## src/rtl/gar_pkg.sv

```systemverilog
// Package for the gravity alignment rotation block.
// Holds the fixed port widths and the transaction structs; no dependencies.
package gar_pkg;

    localparam int IN_W  = 16;
    localparam int OUT_W = 16;

    typedef struct packed {
        logic signed [IN_W-1:0] gravity_x;
        logic signed [IN_W-1:0] gravity_y;
        logic signed [IN_W-1:0] gravity_z;
    } sample_t;

    typedef struct packed {
        logic signed [OUT_W-1:0] rot_r0c0;
        logic signed [OUT_W-1:0] rot_r0c1;
        logic signed [OUT_W-1:0] rot_r0c2;
        logic signed [OUT_W-1:0] rot_r1c0;
        logic signed [OUT_W-1:0] rot_r1c1;
        logic signed [OUT_W-1:0] rot_r1c2;
        logic signed [OUT_W-1:0] rot_r2c0;
        logic signed [OUT_W-1:0] rot_r2c1;
        logic signed [OUT_W-1:0] rot_r2c2;
        logic                    degenerate;
    } result_t;

endpackage

```

## src/rtl/gar_sqrt.sv

```systemverilog
// Pipelined integer square root of radicand * 2^(2*FRAC), one root bit per stage.
// Carries a sideband vector alongside; uses gar_pkg.
module gar_sqrt
    import gar_pkg::*;
#(
    parameter int SW   = 32,
    parameter int FRAC = 14,
    parameter int SBW  = 1
)
(
    input  logic                     clk,
    input  logic                     rst_n,
    input  logic                     in_valid,
    input  logic [SW-1:0]            radicand,
    input  logic [SBW-1:0]           sb_in,
    output logic                     out_valid,
    output logic [SW/2+FRAC-1:0]     root,
    output logic [SBW-1:0]           sb_out
);

    localparam int LW = SW / 2 + FRAC;
    localparam int XW = 2 * LW;
    localparam int RW = LW + 2;

    logic [RW-1:0]  rem_reg   [LW];
    logic [RW-1:0]  rem_next  [LW];
    logic [LW-1:0]  root_reg  [LW];
    logic [LW-1:0]  root_next [LW];
    logic [XW-1:0]  x_reg     [LW];
    logic [XW-1:0]  x_next    [LW];
    logic [SBW-1:0] sb_reg    [LW];
    logic [SBW-1:0] sb_next   [LW];
    logic           valid_reg [LW];
    logic           valid_next[LW];

    always_comb
    begin
        logic [RW-1:0]  rem_cur;
        logic [LW-1:0]  root_cur;
        logic [XW-1:0]  x_cur;
        logic [RW+1:0]  rem4;
        logic [RW+1:0]  trial;
        logic [RW+1:0]  diff;
        for (int s = 0; s < LW; s++)
        begin
            if (s == 0)
            begin
                rem_cur       = '0;
                root_cur      = '0;
                x_cur         = {radicand, {(2*FRAC){1'b0}}};
                sb_next[s]    = sb_in;
                valid_next[s] = in_valid;
            end
            else
            begin
                rem_cur       = rem_reg[s-1];
                root_cur      = root_reg[s-1];
                x_cur         = x_reg[s-1];
                sb_next[s]    = sb_reg[s-1];
                valid_next[s] = valid_reg[s-1];
            end
            rem4  = {rem_cur, x_cur[XW-1 -: 2]};
            trial = {2'b00, root_cur, 2'b01};
            diff  = rem4 - trial;
            if (rem4 >= trial)
            begin
                rem_next[s]  = diff[RW-1:0];
                root_next[s] = {root_cur[LW-2:0], 1'b1};
            end
            else
            begin
                rem_next[s]  = rem4[RW-1:0];
                root_next[s] = {root_cur[LW-2:0], 1'b0};
            end
            x_next[s] = {x_cur[XW-3:0], 2'b00};
        end
    end

    always_ff @(posedge clk or negedge rst_n)
    begin
        if (!rst_n)
        begin
            for (int s = 0; s < LW; s++)
                valid_reg[s] <= 1'b0;
        end
        else
        begin
            for (int s = 0; s < LW; s++)
                valid_reg[s] <= valid_next[s];
        end
    end

    always_ff @(posedge clk)
    begin
        for (int s = 0; s < LW; s++)
        begin
            rem_reg[s]  <= rem_next[s];
            root_reg[s] <= root_next[s];
            x_reg[s]    <= x_next[s];
            sb_reg[s]   <= sb_next[s];
        end
    end

    assign out_valid = valid_reg[LW-1];
    assign root      = root_reg[LW-1];
    assign sb_out    = sb_reg[LW-1];

endmodule

```

## config.mk

```make
export PLATFORM = sky130hd
export DESIGN_NAME = gar_sqrt
export DESIGN_NICKNAME = d
export VERILOG_FILES = /design/src/rtl/gar_pkg.sv /design/src/rtl/gar_sqrt.sv
export SDC_FILE = /design/constraint.sdc
export NUM_CORES = 2
export LEC_CHECK = 0
export BUFFER_PORTS_ARGS = -buffer_cell sky130_fd_sc_hd__buf_2
export CAP_MARGIN = 20
export CORE_ASPECT_RATIO = 1.1
export CORE_MARGIN = 2
export CORE_UTILIZATION = 50
export DETAILED_ROUTE_END_ITERATION = 12
export HOLD_SLACK_MARGIN = 0.08
export MAX_ROUTING_LAYER = met4
export PLACE_DENSITY = 0.69
export SYNTH_ARGS = -nofsm -noshare
export SYNTH_HDL_FRONTEND = slang
export SYNTH_SLANG_ARGS = --single-unit
```

## constraint.sdc

```tcl
create_clock -name clk -period 7.31 [get_ports clk]
set_input_delay 0.3655 -clock clk [delete_from_list [all_inputs] [get_ports clk]]
set_output_delay 0.3655 -clock clk [all_outputs]
set_load 0.02 [all_outputs]
```

==> flow_summary.ini <==
[status]
status = complete, no violations

[clock_network]
cts_buffers = 163
clk_pin_slew_worst_paths_ns = 0.06
cts_buffer_depth = 3
cts-root-buf = clkbuf_16
cts.sinks = 1634
htreeDepth = 4
cts_tree = built
clkLatencyLatePin_ns = 0.78
post_cts_buffers = 0

[timing]
fin_crit_sh_pct = 61.1
worst_slew_pin_slew_ns = 1.01
fmax_mhz = 224
layout_min_cycle_time_ns = 4.46
hold_violations = 0
setup_viol = 0
max_slew_margin_pct = 31.7
slew_viol_final = 0
clock_skew_ns = 0.0180
tns_ns = 0
rsz0062_at_grt = no

[placed_design]
place_inst = 8731
dp_hpwl_um = 100000
port_buffers = 67
routabilityCongestion = 0.899

[route]
ant_nets = 0
drtIter0Drc = 2712
wl_per_cell_um = 14.6
drt-total-wl_um = 132000
drtPass1Iterations = 6
drc = 0
viasPerCell = 5.27
vias = 47800

[global_route]
grt_pass1_vias = 47000
overflow = 0
grt_first_pass_wirelength_um = 223000
grt_max_degree = 48
antenna_found_initial = 0
grt.total_usage_pct = 19.8

[synth]
synth_top_family_by_area = simple AND/OR/NAND/NOR gates
ys_seq_elements = 1634
synthArstFlopShare_pct = 1.84
synth_nets = 7499
synthXorXnorAreaFrac_pct = 8.89
ys.flop_type = dfxtp_1
synth_compound_area_share_pct = 13.7
seq_area_frac_synth_pct = 48.9
synth_cell_types = 87
synth_area_um2 = 67200
syn_area_per_cell_um2 = 9.62
synthMuxAreaShare_pct = 1.34
yosysWarnings = 0
synth_fa_ha_area_share_pct = 9.12
synth_cells = 6981
synth-edff-count = 0
synthSimpleGateAreaFrac_pct = 13.9

[cells_and_area]
final_common_cell = dfxtp_1
final_cell_mix = dfxtp_1 (1604), inv_1 (613), nand2_1 (518)
diodes = 0
utilization_pct = 56.4
largest_reg_flops = 869
fin_nets = 7663
layout-drive-gt1-share_pct = 6.91
final_cells = 9067
nFillCells = 11600
area_delta_synth_final_pct = 12.4

[floorplan]
rows = 141
die_x_um = 354
chipHeight_um = 388
start_util_pct = 50.2
dieArea_um2 = 137000
io_pins = 68
core_um2 = 134000

[pwr]
vdd_ir_drop_max_mv = 0.250
leakage_nw = 36.0
p_per_area_nw_per_um2 = 325

[worst_hold_path]
hp-class = in2async

[critical_path]
crit_type = reg2reg
worst_ep_arrival_time_ns = 5.08
critPathLaunchType = flop
end_kind = flop
crit_fanout = 27
crit_required_ns = 7.93

[job]
drv_cap = 0
logic make-up after synthesis:
logic type,after synthesis
and+or+nand+nor,1892
other,1
AOI/OAI and AO/OA,1473
buffers and inverters,737
muxes,80
DFF,1634
xor gates and xnor gates,682
adders and majority gates,482
report_power, final:
group          switching [W]  total, W  internal [W]
clock                0.00342   0.00857       0.00515
sequential           0.00126    0.0118        0.0105
combinational        0.00221   0.00417       0.00197
total                0.00688    0.0245        0.0176
through the flow:
stage | hold slack [ns] | setup slack [ns] | area (µm²) | power, W
detailed placement | 0.312 | 2.87 | 69500 | 0.0161
CTS | 0.108 | 2.86 | 75500 | 0.0248
global placement | 0.310 | 2.92 | 69500 | 0.0160
global route | 0.170 | 2.49 | 75500 | 0.0259
finish | 0.148 | 2.85 | 75500 | 0.0245
floorplan | 0.0699 | 4.08 | 67200 | 0.0149
layer usage:
metal  track usage [%]  up-vias  share of wire [%]
met2              34.2      940                 49
met4              7.46        0                3.2
met1              23.3    22200                 44
met3              2.85      288                3.8
met5                 -        -                  0
li1                  -    24300                  -
critical path, cell delays in order (launching register included):
cell and delay, ns:
dfxtp_1 0.32, inv_1 0.05, ha_1 0.22, inv_1 0.08, fa_1 0.22, nor2b_1 0.07
o2111ai_1 0.27, a21oi_1 0.14, o211ai_1 0.31, nand2_1 0.18, a31oi_1 0.53, o21a_1 0.68
clkinv_1 0.87, nor2_1 0.28, a21oi_1 0.07
final timing paths:
kind                                   from               to  slack, ns  cells past startpoint
min                                   rst_n   valid_next[28]       0.15                      2
min in group clk               radicand[18]     x_reg[0][46]       0.22                      2
max                        root_reg[1][150]  rem_reg[1][196]       2.85                     14
min reg2reg                   x_reg[0][228]    x_reg[0][288]       0.32                      0
max in group asynchronous             rst_n        out_valid       6.74                      2
max reg2reg                root_reg[1][150]  rem_reg[1][196]       2.85                     14
final cells by class:
cell class                      count  area (µm²)  share of cell area, %
Multi-Input combinational cell   4610       31600                   41.9
Timing Repair Buffer              119         816                   1.08
Clock buffer                      224        4690                   6.22
Sequential cell                  1634       32900                   43.5
Clock inverter                     76         963                   1.28
Tap cell                         1787        2240                   2.96
Inverter                          617        2320                   3.07
cells in the mapped netlist, types with 92 or more instances:
cell,count,area [µm²]
dfxtp_1,1604,32100
inv_1,613,2300
nand2_1,518,1940
ha_1,469,5870
nor2_1,443,1660
a21oi_1,421,2110
o21ai_0,395,1980
xnor2_1,352,3080
xor2_1,330,2890
nor3_1,189,946
a21o_1,185,1390
clkbuf_1,109,409
nand3_1,108,541
nor4_1,107,669
o21a_1,92,691
what timing repair did:
item,4_1_cts,5_1_grt
hold buffers,36,0
resized for setup,0,0
endpoints found under the hold margin,65,0
No activity file was read; power rests on OpenSTA's default activity.
