File: config.mk
export PLATFORM = sky130hd
export DESIGN_NAME = gar_div
export DESIGN_NICKNAME = d
export VERILOG_FILES = /design/src/rtl/gar_pkg.sv /design/src/rtl/gar_div.sv
export SDC_FILE = /design/constraint.sdc
export NUM_CORES = 1
export LEC_CHECK = 0
export BUFFER_PORTS_ARGS = -buffer_cell sky130_fd_sc_hd__buf_2
export CORE_UTILIZATION = 61
export CTS_CLUSTER_SIZE = 16
export DETAILED_ROUTE_END_ITERATION = 7
export GPL_TIMING_DRIVEN = 0
export PLACE_DENSITY = 0.79
export RECOVER_POWER = 25
export SLEW_MARGIN = 10
export SYNTH_ARGS = -nofsm -noshare
export SYNTH_HDL_FRONTEND = slang
export SYNTH_SLANG_ARGS = --single-unit
File: constraint.sdc
create_clock -name clk -period 2.4 [get_ports clk]
set_clock_uncertainty 0.05 [all_clocks]
set_input_delay 0 -clock clk [delete_from_list [all_inputs] [get_ports clk]]
set_output_delay 0 -clock clk [all_outputs]
set_load 0.005 [all_outputs]
File: src/rtl/gar_pkg.sv
// Package for the gravity alignment rotation block.
// Holds the fixed port widths and the transaction structs; no dependencies.
package gar_pkg;

    localparam int IN_W  = 16;
    localparam int OUT_W = 16;

    typedef struct packed {
        logic signed [IN_W-1:0] gravity_x;
        logic signed [IN_W-1:0] gravity_y;
        logic signed [IN_W-1:0] gravity_z;
    } sample_t;

    typedef struct packed {
        logic signed [OUT_W-1:0] rot_r0c0;
        logic signed [OUT_W-1:0] rot_r0c1;
        logic signed [OUT_W-1:0] rot_r0c2;
        logic signed [OUT_W-1:0] rot_r1c0;
        logic signed [OUT_W-1:0] rot_r1c1;
        logic signed [OUT_W-1:0] rot_r1c2;
        logic signed [OUT_W-1:0] rot_r2c0;
        logic signed [OUT_W-1:0] rot_r2c1;
        logic signed [OUT_W-1:0] rot_r2c2;
        logic                    degenerate;
    } result_t;

endpackage

File: src/rtl/gar_div.sv
// Pipelined restoring divider, one quotient bit per stage, several lanes sharing
// one divisor and a sideband vector. Uses gar_pkg.
module gar_div
    import gar_pkg::*;
#(
    parameter int NW    = 16,
    parameter int DW    = 8,
    parameter int QW    = 8,
    parameter int LANES = 1,
    parameter int SBW   = 1
)
(
    input  logic                         clk,
    input  logic                         rst_n,
    input  logic                         in_valid,
    input  logic [LANES-1:0][NW-1:0]     num,
    input  logic [DW-1:0]                den,
    input  logic [SBW-1:0]               sb_in,
    output logic                         out_valid,
    output logic [LANES-1:0][QW-1:0]     quo,
    output logic [SBW-1:0]               sb_out
);

    logic [LANES-1:0][DW-1:0] rem_reg   [QW];
    logic [LANES-1:0][DW-1:0] rem_next  [QW];
    logic [LANES-1:0][QW-1:0] qn_reg    [QW];
    logic [LANES-1:0][QW-1:0] qn_next   [QW];
    logic [DW-1:0]            den_reg   [QW];
    logic [DW-1:0]            den_next  [QW];
    logic [SBW-1:0]           sb_reg    [QW];
    logic [SBW-1:0]           sb_next   [QW];
    logic                     valid_reg [QW];
    logic                     valid_next[QW];

    always_comb
    begin
        logic [LANES-1:0][DW-1:0] rem_cur;
        logic [LANES-1:0][QW-1:0] qn_cur;
        logic [DW:0]              rem2;
        logic [DW:0]              diff;
        for (int s = 0; s < QW; s++)
        begin
            if (s == 0)
            begin
                for (int l = 0; l < LANES; l++)
                begin
                    rem_cur[l] = DW'(num[l][NW-1:QW]);
                    qn_cur[l]  = num[l][QW-1:0];
                end
                den_next[s]   = den;
                sb_next[s]    = sb_in;
                valid_next[s] = in_valid;
            end
            else
            begin
                rem_cur       = rem_reg[s-1];
                qn_cur        = qn_reg[s-1];
                den_next[s]   = den_reg[s-1];
                sb_next[s]    = sb_reg[s-1];
                valid_next[s] = valid_reg[s-1];
            end
            for (int l = 0; l < LANES; l++)
            begin
                rem2 = {rem_cur[l], qn_cur[l][QW-1]};
                diff = rem2 - {1'b0, den_next[s]};
                if (rem2 >= {1'b0, den_next[s]})
                begin
                    rem_next[s][l] = diff[DW-1:0];
                    qn_next[s][l]  = {qn_cur[l][QW-2:0], 1'b1};
                end
                else
                begin
                    rem_next[s][l] = rem2[DW-1:0];
                    qn_next[s][l]  = {qn_cur[l][QW-2:0], 1'b0};
                end
            end
        end
    end

    always_ff @(posedge clk or negedge rst_n)
    begin
        if (!rst_n)
        begin
            for (int s = 0; s < QW; s++)
                valid_reg[s] <= 1'b0;
        end
        else
        begin
            for (int s = 0; s < QW; s++)
                valid_reg[s] <= valid_next[s];
        end
    end

    always_ff @(posedge clk)
    begin
        for (int s = 0; s < QW; s++)
        begin
            rem_reg[s] <= rem_next[s];
            qn_reg[s]  <= qn_next[s];
            den_reg[s] <= den_next[s];
            sb_reg[s]  <= sb_next[s];
        end
    end

    assign out_valid = valid_reg[QW-1];
    assign quo       = qn_reg[QW-1];
    assign sb_out    = sb_reg[QW-1];

endmodule

==> impl_metrics.py, run 1 <==
metrics = {
    "clock_tree": {
        "cts_setup_buffers": 0,
        "clockBufferDepth": 2,
        "cts-buffers-inserted": 17,
        "cts_tree": "done",
        "insertion_delay_ns": 0.43,
        "htreeDepth": 4,
        "clkSinkCount": 192,
        "clk_pin_slew_ns": 0.07,
        "root_buffer": "clkbuf_16",
    },
    "placed_design": {
        "hpwl_mm": 9.70,
        "place_area_sq_um": 8210,
        "place_congestion": 0.883,
        "port_buffers": 37,
    },
    "final_layout": {
        "final_cell_mix": "184 x dfxtp_1, 84 x inv_1, 64 x ha_1",
        "layout_commonest_cell": "dfxtp_1",
        "antenna_cells": 0,
        "final_area_sq_um": 9070,
        "finalNetCount": 877,
        "nFillCells": 818,
        "largest_reg_flops": 64,
        "area_growth_pct": 16.1,
        "drive_gt1_share_pct": 15.4,
    },
    "setup_path": {
        "worst_ep_arrival_time_ns": 2.53,
        "cp_max_fo": 8,
        "worstPathRequired_ns": 2.67,
        "regToRegSetupSlack_ns": 0.14,
        "crit_path_end_kind": "flip-flop",
        "critical_path_class": "reg2reg",
        "cp-start-kind": "flip-flop",
    },
    "floorplan": {
        "start_util_pct": 63.7,
        "die_width_um": 115,
        "die-area_sq_um": 13300,
        "coreArea_sq_um": 12300,
        "die_y_um": 115,
        "rows": 40,
        "io_pins": 38,
    },
    "synthesis": {
        "synth_warnings": 0,
        "syn_nets": 793,
        "syn_area_sq_um": 7810,
        "async_reset_ff_share_pct": 4.17,
        "ys_seq_area_share_pct": 49.7,
        "syn_inst": 694,
        "yosysUniqueCellTypes": 49,
        "dominantRegCellSynth": "dfxtp_1",
        "synth.avg_cell_area_sq_um": 11.3,
        "ys_ff_latch": 192,
        "synth_edf_count": 0,
    },
    "timing": {
        "setup_tns_ns": 0,
        "rsz0062_at_grt": "no",
        "min_period_ns": 2.26,
        "slew_headroom_pct": 66.2,
        "maxSlewViolCount": 0,
        "finalCritPeriodShare_pct": 94.1,
        "tightestPinTransition_ns": 0.505,
        "finalSetupViolCount": 0,
        "clock.fmax_ghz": 0.443,
        "hold_viol_final": 0,
    },
    "power": {
        "power.density_nw_per_um2": 1270,
        "leakagePower_nw": 4.21,
        "peakVddDrop_mv": 0.579,
    },
    "global_route": {
        "grt_overflow": 0,
        "grt_pass1_vias": 5312,
        "gr-usage-all-layers_pct": 22.8,
        "grt_pass1_wl_mm": 23.2,
        "grt_max_degree": 21,
        "antenna_found_initial": 0,
    },
    "min_path": {
        "worst_hold_path_type": "in2reg",
    },
    "detailed_routing": {
        "num_vias": 5155,
        "wl_per_cell_um": 14.2,
        "routed_wl_mm": 13.6,
        "drcViolationCount": 0,
        "ant_nets": 0,
        "viasPerCell": 5.38,
        "drtIter0Drc": 247,
        "dr.pass1.iters": 5,
    },
    "status": {
        "status": "complete, no violations",
    },
    "job": {
        "drv_cap": 0,
    },
}
-- final timing paths --
check,from,endpoint,depth (start not counted)
max in group asynchronous,rst_n,valid_next[1],3
min in group asynchronous,rst_n,out_valid,3
hold reg to reg,qn_reg[0][17],qn_reg[0][26],0
setup / recovery,den_reg[1][3],rem_reg[2][5],7
hold / removal,sb_in,sb_reg[0][0],2
setup reg to reg,den_reg[1][3],rem_reg[2][5],7
-- kinds of logic after synthesis --
| family | share of synthesized area [%] |
|---|---|
| buf+inv | 5.40 |
| simple gates | 8.04 |
| mux | 9.22 |
| xor+xnor | 1.57 |
| flops | 49.7 |
| compound gates | 14.0 |
| fa+ha+maj | 12.0 |
-- worst max-delay path: stages (launching register included) --
cell and delay [ns]:
dfxtp_1 0.34, inv_1 0.05, ha_1 0.35, a21o_1 0.20, a21oi_2 0.16, o21ai_1 0.14
a41oi_4 0.51, mux2_4 0.34
-- per-layer routing --
layer  GRT usage (%)  vias up  part of all wire (%)
met5               0        -                     0
met4            11.0        0                   2.4
met3            5.54       30                   2.5
met2            45.4       83                    57
met1            21.5     2453                    38
li1                -     2589                     -
-- metrics by stage --
step           power (mW)  hold WS [ns]  setup WS [ns]  std cells  util, %
6_report             11.5         0.154          0.140        959     74.0
5_1_grt              12.3         0.138         0.0325        959     74.0
4_1_cts              11.6         0.132          0.151        959     74.1
3_5_place_dp         8.79        -0.202          0.187        899     66.9
3_3_place_gp         8.56        -0.210          0.222        899     66.9
2_1_floorplan        7.92        -0.346          0.358        694        -
-- cell usage after synthesis (3+ instances only) --
cell type / instances / area (sq um)
nor3_1: 7 / 35.0
a21o_1: 17 / 128
nand4_1: 3 / 18.8
ha_1: 64 / 801
a21oi_2: 4 / 35.0
o211a_1: 3 / 30.0
mux2_4: 28 / 420
or4_1: 3 / 22.5
o21ai_0: 26 / 130
nand2_1: 12 / 45.0
nor2b_1: 18 / 113
a21oi_1: 29 / 145
or3_1: 3 / 18.8
nand3_1: 22 / 110
dfrtp_1: 8 / 200
o21bai_1: 4 / 30.0
nor2_1: 30 / 113
a2111oi_2: 3 / 45.0
mux2_1: 8 / 90.1
fa_1: 7 / 140
buf_6: 3 / 33.8
o41ai_2: 3 / 48.8
inv_1: 84 / 315
nand2b_1: 6 / 37.5
or4b_1: 7 / 70.1
a211oi_1: 4 / 30.0
mux2i_1: 21 / 210
buf_4: 8 / 60.1
o31a_1: 16 / 140
o21a_1: 16 / 120
o21ai_1: 3 / 15.0
xnor2_1: 12 / 105
dfxtp_1: 184 / 3680
nor4_1: 3 / 18.8
and2b_2: 3 / 26.3
-- repair_timing --
| item | 4_1_cts | 5_1_grt |
|---|---|---|
| endpoints found under the hold margin | 34 | 0 |
| resized for setup | 0 | 0 |
| hold buffers | 28 | 0 |
-- final cells by class --
type / count / area (sq um) / share of cell area [%]
clock inverters: 15 / 166 / 1.83
repair buffers: 65 / 457 / 5.03
clock buffers: 17 / 425 / 4.69
inverters: 84 / 315 / 3.48
flip-flops and latches: 192 / 3880 / 42.8
multi-input cells: 404 / 3510 / 38.7
plain buffers: 14 / 106 / 1.17
well taps: 168 / 210 / 2.32
-- power by group --
group	switching, mW	internal, mW
clock network	1.30	1.40
logic	2.23	2.32
registers	0.325	3.96
(Power assumes the default switching activity.)
==> run 2: changes to the inputs <==
--- a/config.mk
+++ b/config.mk
@@ -6,11 +6,11 @@
 export NUM_CORES = 1
 export LEC_CHECK = 0
 export BUFFER_PORTS_ARGS = -buffer_cell sky130_fd_sc_hd__buf_2
-export CORE_UTILIZATION = 61
+export CORE_UTILIZATION = 65
 export CTS_CLUSTER_SIZE = 16
 export DETAILED_ROUTE_END_ITERATION = 7
 export GPL_TIMING_DRIVEN = 0
-export PLACE_DENSITY = 0.79
+export PLACE_DENSITY = 0.84
 export RECOVER_POWER = 25
 export SLEW_MARGIN = 10
 export SYNTH_ARGS = -nofsm -noshare
==> constraint.sdc (replaced) <==
create_clock -name clk -period 2.71 [get_ports clk]
set_clock_uncertainty 0.05 [all_clocks]
set_input_delay 0 -clock clk [delete_from_list [all_inputs] [get_ports clk]]
set_output_delay 0 -clock clk [all_outputs]
set_load 0.005 [all_outputs]
==> run 2 against run 1 <==
  * The flow now finishes with violations (DRC)
  * Largest power group unchanged
  * Clock power decreased by 11%
  * Critical path type unchanged
  * Non-clock buffer count unchanged
  * Count of clock-buffer cells in the layout increased by 1
  * Critical endpoint is now rem_reg[1][6]
==> impl_metrics.py, run 2 (synthesis results as in run 1) <==
metrics = {
    "min_path": {
        "min_path_cells": 2,
        "worst_hold_path_type": "in2reg",
    },
    "placed_design": {
        "place_congestion": 0.888,
        "hpwl_mm": 9.57,
        "dp_cells": 874,
        "port_buffers": 37,
        "place_area_sq_um": 8180,
    },
    "detailed_routing": {
        "wl_per_cell_um": 14.9,
        "drtIter0Drc": 203,
        "num_vias": 5135,
        "drcViolationCount": 2,
        "dr.pass1.iters": 7,
        "routed_wl_mm": 13.9,
        "ant_nets": 0,
        "viasPerCell": 5.50,
    },
    "setup_path": {
        "r2r-start": "den_reg[0][6]",
        "r2r_cells": 7,
        "cp_max_fo": 9,
        "worstPathRequired_ns": 2.97,
        "worst_ep_arrival_time_ns": 2.60,
        "critical_path_class": "reg2reg",
        "cp-start-kind": "flip-flop",
        "critPathLaunch": "den_reg[0][6]",
        "regToRegSetupSlack_ns": 0.38,
        "r2r-end": "rem_reg[1][6]",
        "crit_path_end_kind": "flip-flop",
        "crit_end": "rem_reg[1][6]",
    },
    "timing": {
        "finalSetupViolCount": 0,
        "setup_tns_ns": 0,
        "clock.fmax_ghz": 0.428,
        "finalCritPeriodShare_pct": 86.1,
        "min_period_ns": 2.33,
        "maxSlewViolCount": 0,
        "hold_ws_ns": 0.154,
        "rsz0062_at_grt": "no",
        "hold_viol_final": 0,
        "tightestPinTransition_ns": 0.487,
        "slew_headroom_pct": 67.5,
    },
    "clock_tree": {
        "root_buffer": "clkbuf_16",
        "cts_resized": 0,
        "insertion_delay_ns": 0.43,
        "clkSinkCount": 192,
        "cts_tree": "done",
        "htreeDepth": 4,
        "clockBufferDepth": 2,
        "cts-buffers-inserted": 17,
        "clk_pin_slew_ns": 0.07,
    },
    "job": {
        "drv_cap": 0,
    },
    "floorplan": {
        "io_pins": 38,
        "coreArea_sq_um": 11600,
        "die_width_um": 112,
        "die_y_um": 112,
        "rows": 39,
        "die-area_sq_um": 12500,
        "start_util_pct": 67.6,
    },
    "global_route": {
        "gr-usage-all-layers_pct": 23.6,
        "grt_overflow": 0,
        "grt_pass1_vias": 5415,
        "antenna_found_initial": 0,
        "grt_max_degree": 20,
        "grt_pass1_wl_mm": 23.4,
    },
    "final_layout": {
        "area_growth_pct": 15.6,
        "finalNetCount": 877,
        "antenna_cells": 0,
        "layout.cells.non_filler": 934,
        "layout_commonest_cell": "dfxtp_1",
        "nFillCells": 692,
        "final_cell_mix": "184 x dfxtp_1, 84 x inv_1, 64 x ha_1",
        "drive_gt1_share_pct": 15.7,
        "final_area_sq_um": 9030,
        "largest_reg_flops": 64,
    },
    "status": {
        "violations": "DRC",
        "status": "complete, but fails checks",
    },
    "power": {
        "peakVddDrop_mv": 0.501,
        "leakagePower_nw": 4.20,
        "power.density_nw_per_um2": 1130,
    },
}
run 2: changes by cell type in the layout (fill, tap and decap cells not counted), sizes merged:
cell      previous run  this run
clkinv               8         5
clkinvlp             0         2
buf                 42        43
run 2: worst max-delay path, cell delays in order (launching register included):
cell,delay (ns)
dfxtp_1,0.34
inv_1,0.05
ha_1,0.38
a21o_1,0.26
a2111oi_2,0.44
o31a_1,0.22
buf_6,0.17
mux2_4,0.32
run 2: what timing repair did:
item	in CTS	in global routing
hold buffers	28	0
buffers inserted	0	0
hold endpoints to repair	34	0
run 2: area by class of cell:
class	instances	area [sq um]	area share [%]
multi-input combinational	404	3510	38.9
inverter	84	315	3.49
buffer	14	106	1.18
sequential	192	3880	43.0
clock inverter	14	139	1.54
tap	143	179	1.98
clock buffer	18	439	4.86
timing repair buffer	65	459	5.09
run 2: worst min-delay path by stage:
stage | from | to | slack (ns)
final | num[6] | qn_reg[0][7] | 0.15
after CTS | sb_in | sb_reg[0][0] | 0.14
after global placement | rst_n | out_valid | -0.21
after floorplan | rst_n | out_valid | -0.35
after global routing | in_valid | valid_next[6] | 0.14
after detailed placement | rst_n | out_valid | -0.20
run 2: stage by stage:
| stage | worst slack (ns) | total power, mW | util, % |
|---|---|---|---|
| final | 0.376 | 10.2 | 78.1 |
| after detailed placement | 0.407 | 7.77 | 70.7 |
| after CTS | 0.383 | 10.2 | 78.1 |
| after floorplan | 0.668 | 7.01 | - |
| after global routing | 0.286 | 10.9 | 78.1 |
| after global placement | 0.527 | 7.55 | 70.7 |
run 2: power breakdown:
group          switching [mW]  total (mW)  internal, mW
clock network            1.14        2.39          1.25
logic                    1.99        4.05          2.06
registers               0.285        3.79          3.51
total                    3.42        10.2          6.82
run 2: metal layers:
layer  track usage, %  vias to the layer above  share of wire (%)
met3             5.06                       30                2.2
met5                0                        -                  0
li1                 -                     2576                  -
met1             21.5                     2439                 38
met2             48.8                       90                 58
met4             10.5                        0                2.2
==> run 3: changes to the inputs <==
--- a/config.mk
+++ b/config.mk
@@ -10,8 +10,7 @@
 export CTS_CLUSTER_SIZE = 16
 export DETAILED_ROUTE_END_ITERATION = 7
 export GPL_TIMING_DRIVEN = 0
-export PLACE_DENSITY = 0.84
-export RECOVER_POWER = 25
+export PLACE_DENSITY = 0.87
 export SLEW_MARGIN = 10
 export SYNTH_ARGS = -nofsm -noshare
 export SYNTH_HDL_FRONTEND = slang
==> run 3 against run 2 <==
  * Sequential power about the same
  * Routed wire length is 5.1% higher
  * Count of clock-buffer cells in the layout grew 1
  * Critical path depth increased by 1
  * Worst setup slack improved by 0.079 ns
  * Register-to-register slack improved by 0.08 ns
  * The run still ends with DRC left
  * Final area up 0.35%
==> impl_metrics.py, run 3 (synthesis results as in run 1) <==
metrics = {
    "placed_design": {
        "port_buffers": 37,
        "hpwl_mm": 10.0,
        "place_congestion": 0.905,
        "place_ws_ns": 0.475,
    },
    "clock_tree": {
        "clockBufferDepth": 2,
        "root_buffer": "clkbuf_16",
        "clkSinkCount": 192,
        "htreeDepth": 4,
        "clk_pin_slew_ns": 0.07,
        "cts_setup_buffers": 0,
        "hold_buffers": 28,
        "insertion_delay_ns": 0.44,
        "cts-buffers-inserted": 17,
        "cts_resized": 0,
        "cts_tree": "done",
    },
    "setup_path": {
        "cp_num_cells": 8,
        "cp_num_buf_inv": 2,
        "worst_ep_arrival_time_ns": 2.53,
        "path_cells": "inv_1 > ha_1 > a21oi_1 > nor2_1 > a2111oi_2 > o31a_1 > buf_6 > mux2_4",
        "regToRegSetupSlack_ns": 0.45,
        "critPathLaunch": "den_reg[4][4]",
        "crit_end": "rem_reg[5][3]",
        "cpMaxStageDelayCell": "ha_1",
        "r2r-end": "rem_reg[5][3]",
        "worstPathRequired_ns": 2.99,
        "crit_path_end_kind": "flip-flop",
        "r2r-start": "den_reg[4][4]",
        "crit_family": "compound AO/OA/AOI/OAI gates",
        "cp_max_fo": 9,
        "critical_path_class": "reg2reg",
        "r2r_cells": 8,
        "cp-start-kind": "flip-flop",
        "slowest_delay_ns": 0.37,
    },
    "power": {
        "intPower_mw": 6.96,
        "seqPwrFrac_pct": 36.4,
        "power.density_nw_per_um2": 1150,
        "peakVddDrop_mv": 0.514,
        "p_comb_share_pct": 39.7,
        "p_sw_mw": 3.48,
        "p_sw_share_pct": 33.4,
        "leakagePower_nw": 4.23,
        "power_frac_clock_pct": 23.9,
    },
    "final_layout": {
        "largest_reg_flops": 64,
        "finalNetCount": 877,
        "layout_commonest_cell": "dfxtp_1",
        "final_cell_mix": "184 x dfxtp_1, 84 x inv_1, 64 x ha_1",
        "drive_gt1_share_pct": 16.3,
        "antenna_cells": 0,
        "area_growth_pct": 16.0,
    },
    "status": {
        "status": "complete, but fails checks",
        "violations": "DRC",
    },
    "global_route": {
        "grt_pass1_wl_mm": 24.2,
        "antenna_found_initial": 0,
        "grt_max_degree": 19,
        "gr-usage-all-layers_pct": 25.0,
        "grt_overflow": 0,
        "grt_pass1_vias": 5612,
    },
    "timing": {
        "hold_viol_final": 0,
        "tightestPinTransition_ns": 0.553,
        "finalCritPeriodShare_pct": 83.2,
        "min_period_ns": 2.26,
        "setup_tns_ns": 0,
        "setup_ws_ns": 0.455,
        "maxSlewViolCount": 0,
        "slew_headroom_pct": 62.7,
        "clock.fmax_ghz": 0.443,
        "rsz0062_at_grt": "no",
        "finalSetupViolCount": 0,
    },
    "detailed_routing": {
        "routed_wl_mm": 14.6,
        "drcViolationCount": 3,
        "num_vias": 5268,
        "ant_nets": 0,
        "drtIter0Drc": 254,
        "wl_per_cell_um": 15.6,
        "viasPerCell": 5.64,
        "dr.pass1.iters": 6,
    },
    "floorplan": {
        "io_pins": 38,
        "die-area_sq_um": 12500,
        "die_y_um": 112,
        "start_util_pct": 67.6,
        "coreArea_sq_um": 11600,
        "die_width_um": 112,
        "rows": 39,
    },
    "min_path": {
        "worst_hold_path_type": "in2reg",
    },
    "job": {
        "drv_cap": 0,
    },
}
[run 3: layer usage]
layer | track usage (%) | vias up | routed length, um
li1 | - | 2586 | -
met1 | 21.7 | 2487 | 5310
met2 | 49.7 | 130 | 8170
met3 | 5.99 | 65 | 422
met4 | 16.6 | 0 | 698
met5 | 0 | - | 0
[run 3: per-stage QoR]
| stage | cells | hold slack, ns | power (mW) | area (sq um) | utilization (%) |
|---|---|---|---|---|---|
| floorplan | 694 | -0.346 | 7.01 | 7810 | - |
| global placement | 874 | -0.210 | 7.53 | 8180 | 70.7 |
| detailed placement | 874 | -0.201 | 7.83 | 8180 | 70.7 |
| CTS | 934 | 0.126 | 10.4 | 9060 | 78.4 |
| global route | 934 | 0.138 | 11.0 | 9060 | 78.4 |
| finish | 934 | 0.141 | 10.4 | 9060 | 78.4 |
[run 3: final cells by class]
class,count,area (sq um)
clock inverters,13,139
clock buffers,19,464
fillers,684,2500
repair buffers,65,465
well taps,143,179
inverters,84,315
multi-input cells,404,3510
plain buffers,14,106
flip-flops and latches,192,3880
[run 3: how the worst min path moves through the flow]
stage                      start           end  slack, ns  cells past startpoint
after CTS                  sb_in  sb_reg[0][0]       0.13                      2
after floorplan            rst_n     out_valid      -0.35                      0
after global placement     rst_n     out_valid      -0.21                      1
after detailed placement   rst_n     out_valid      -0.20                      1
after global routing      num[5]  qn_reg[0][6]       0.14                      2
final                     num[1]  qn_reg[0][2]       0.14                      2
[run 3: power groups by stage]
| stage | sequential [mW] | combinational [mW] | clock, mW |
|---|---|---|---|
| 2_1_floorplan | 3.75 | 3.26 | 0 |
| 4_1_cts | 3.80 | 4.10 | 2.52 |
| 3_3_place_gp | 3.81 | 3.72 | 0 |
| 6_report | 3.80 | 4.14 | 2.50 |
| 5_1_grt | 3.85 | 4.49 | 2.64 |
| 3_5_place_dp | 3.85 | 3.98 | 0 |
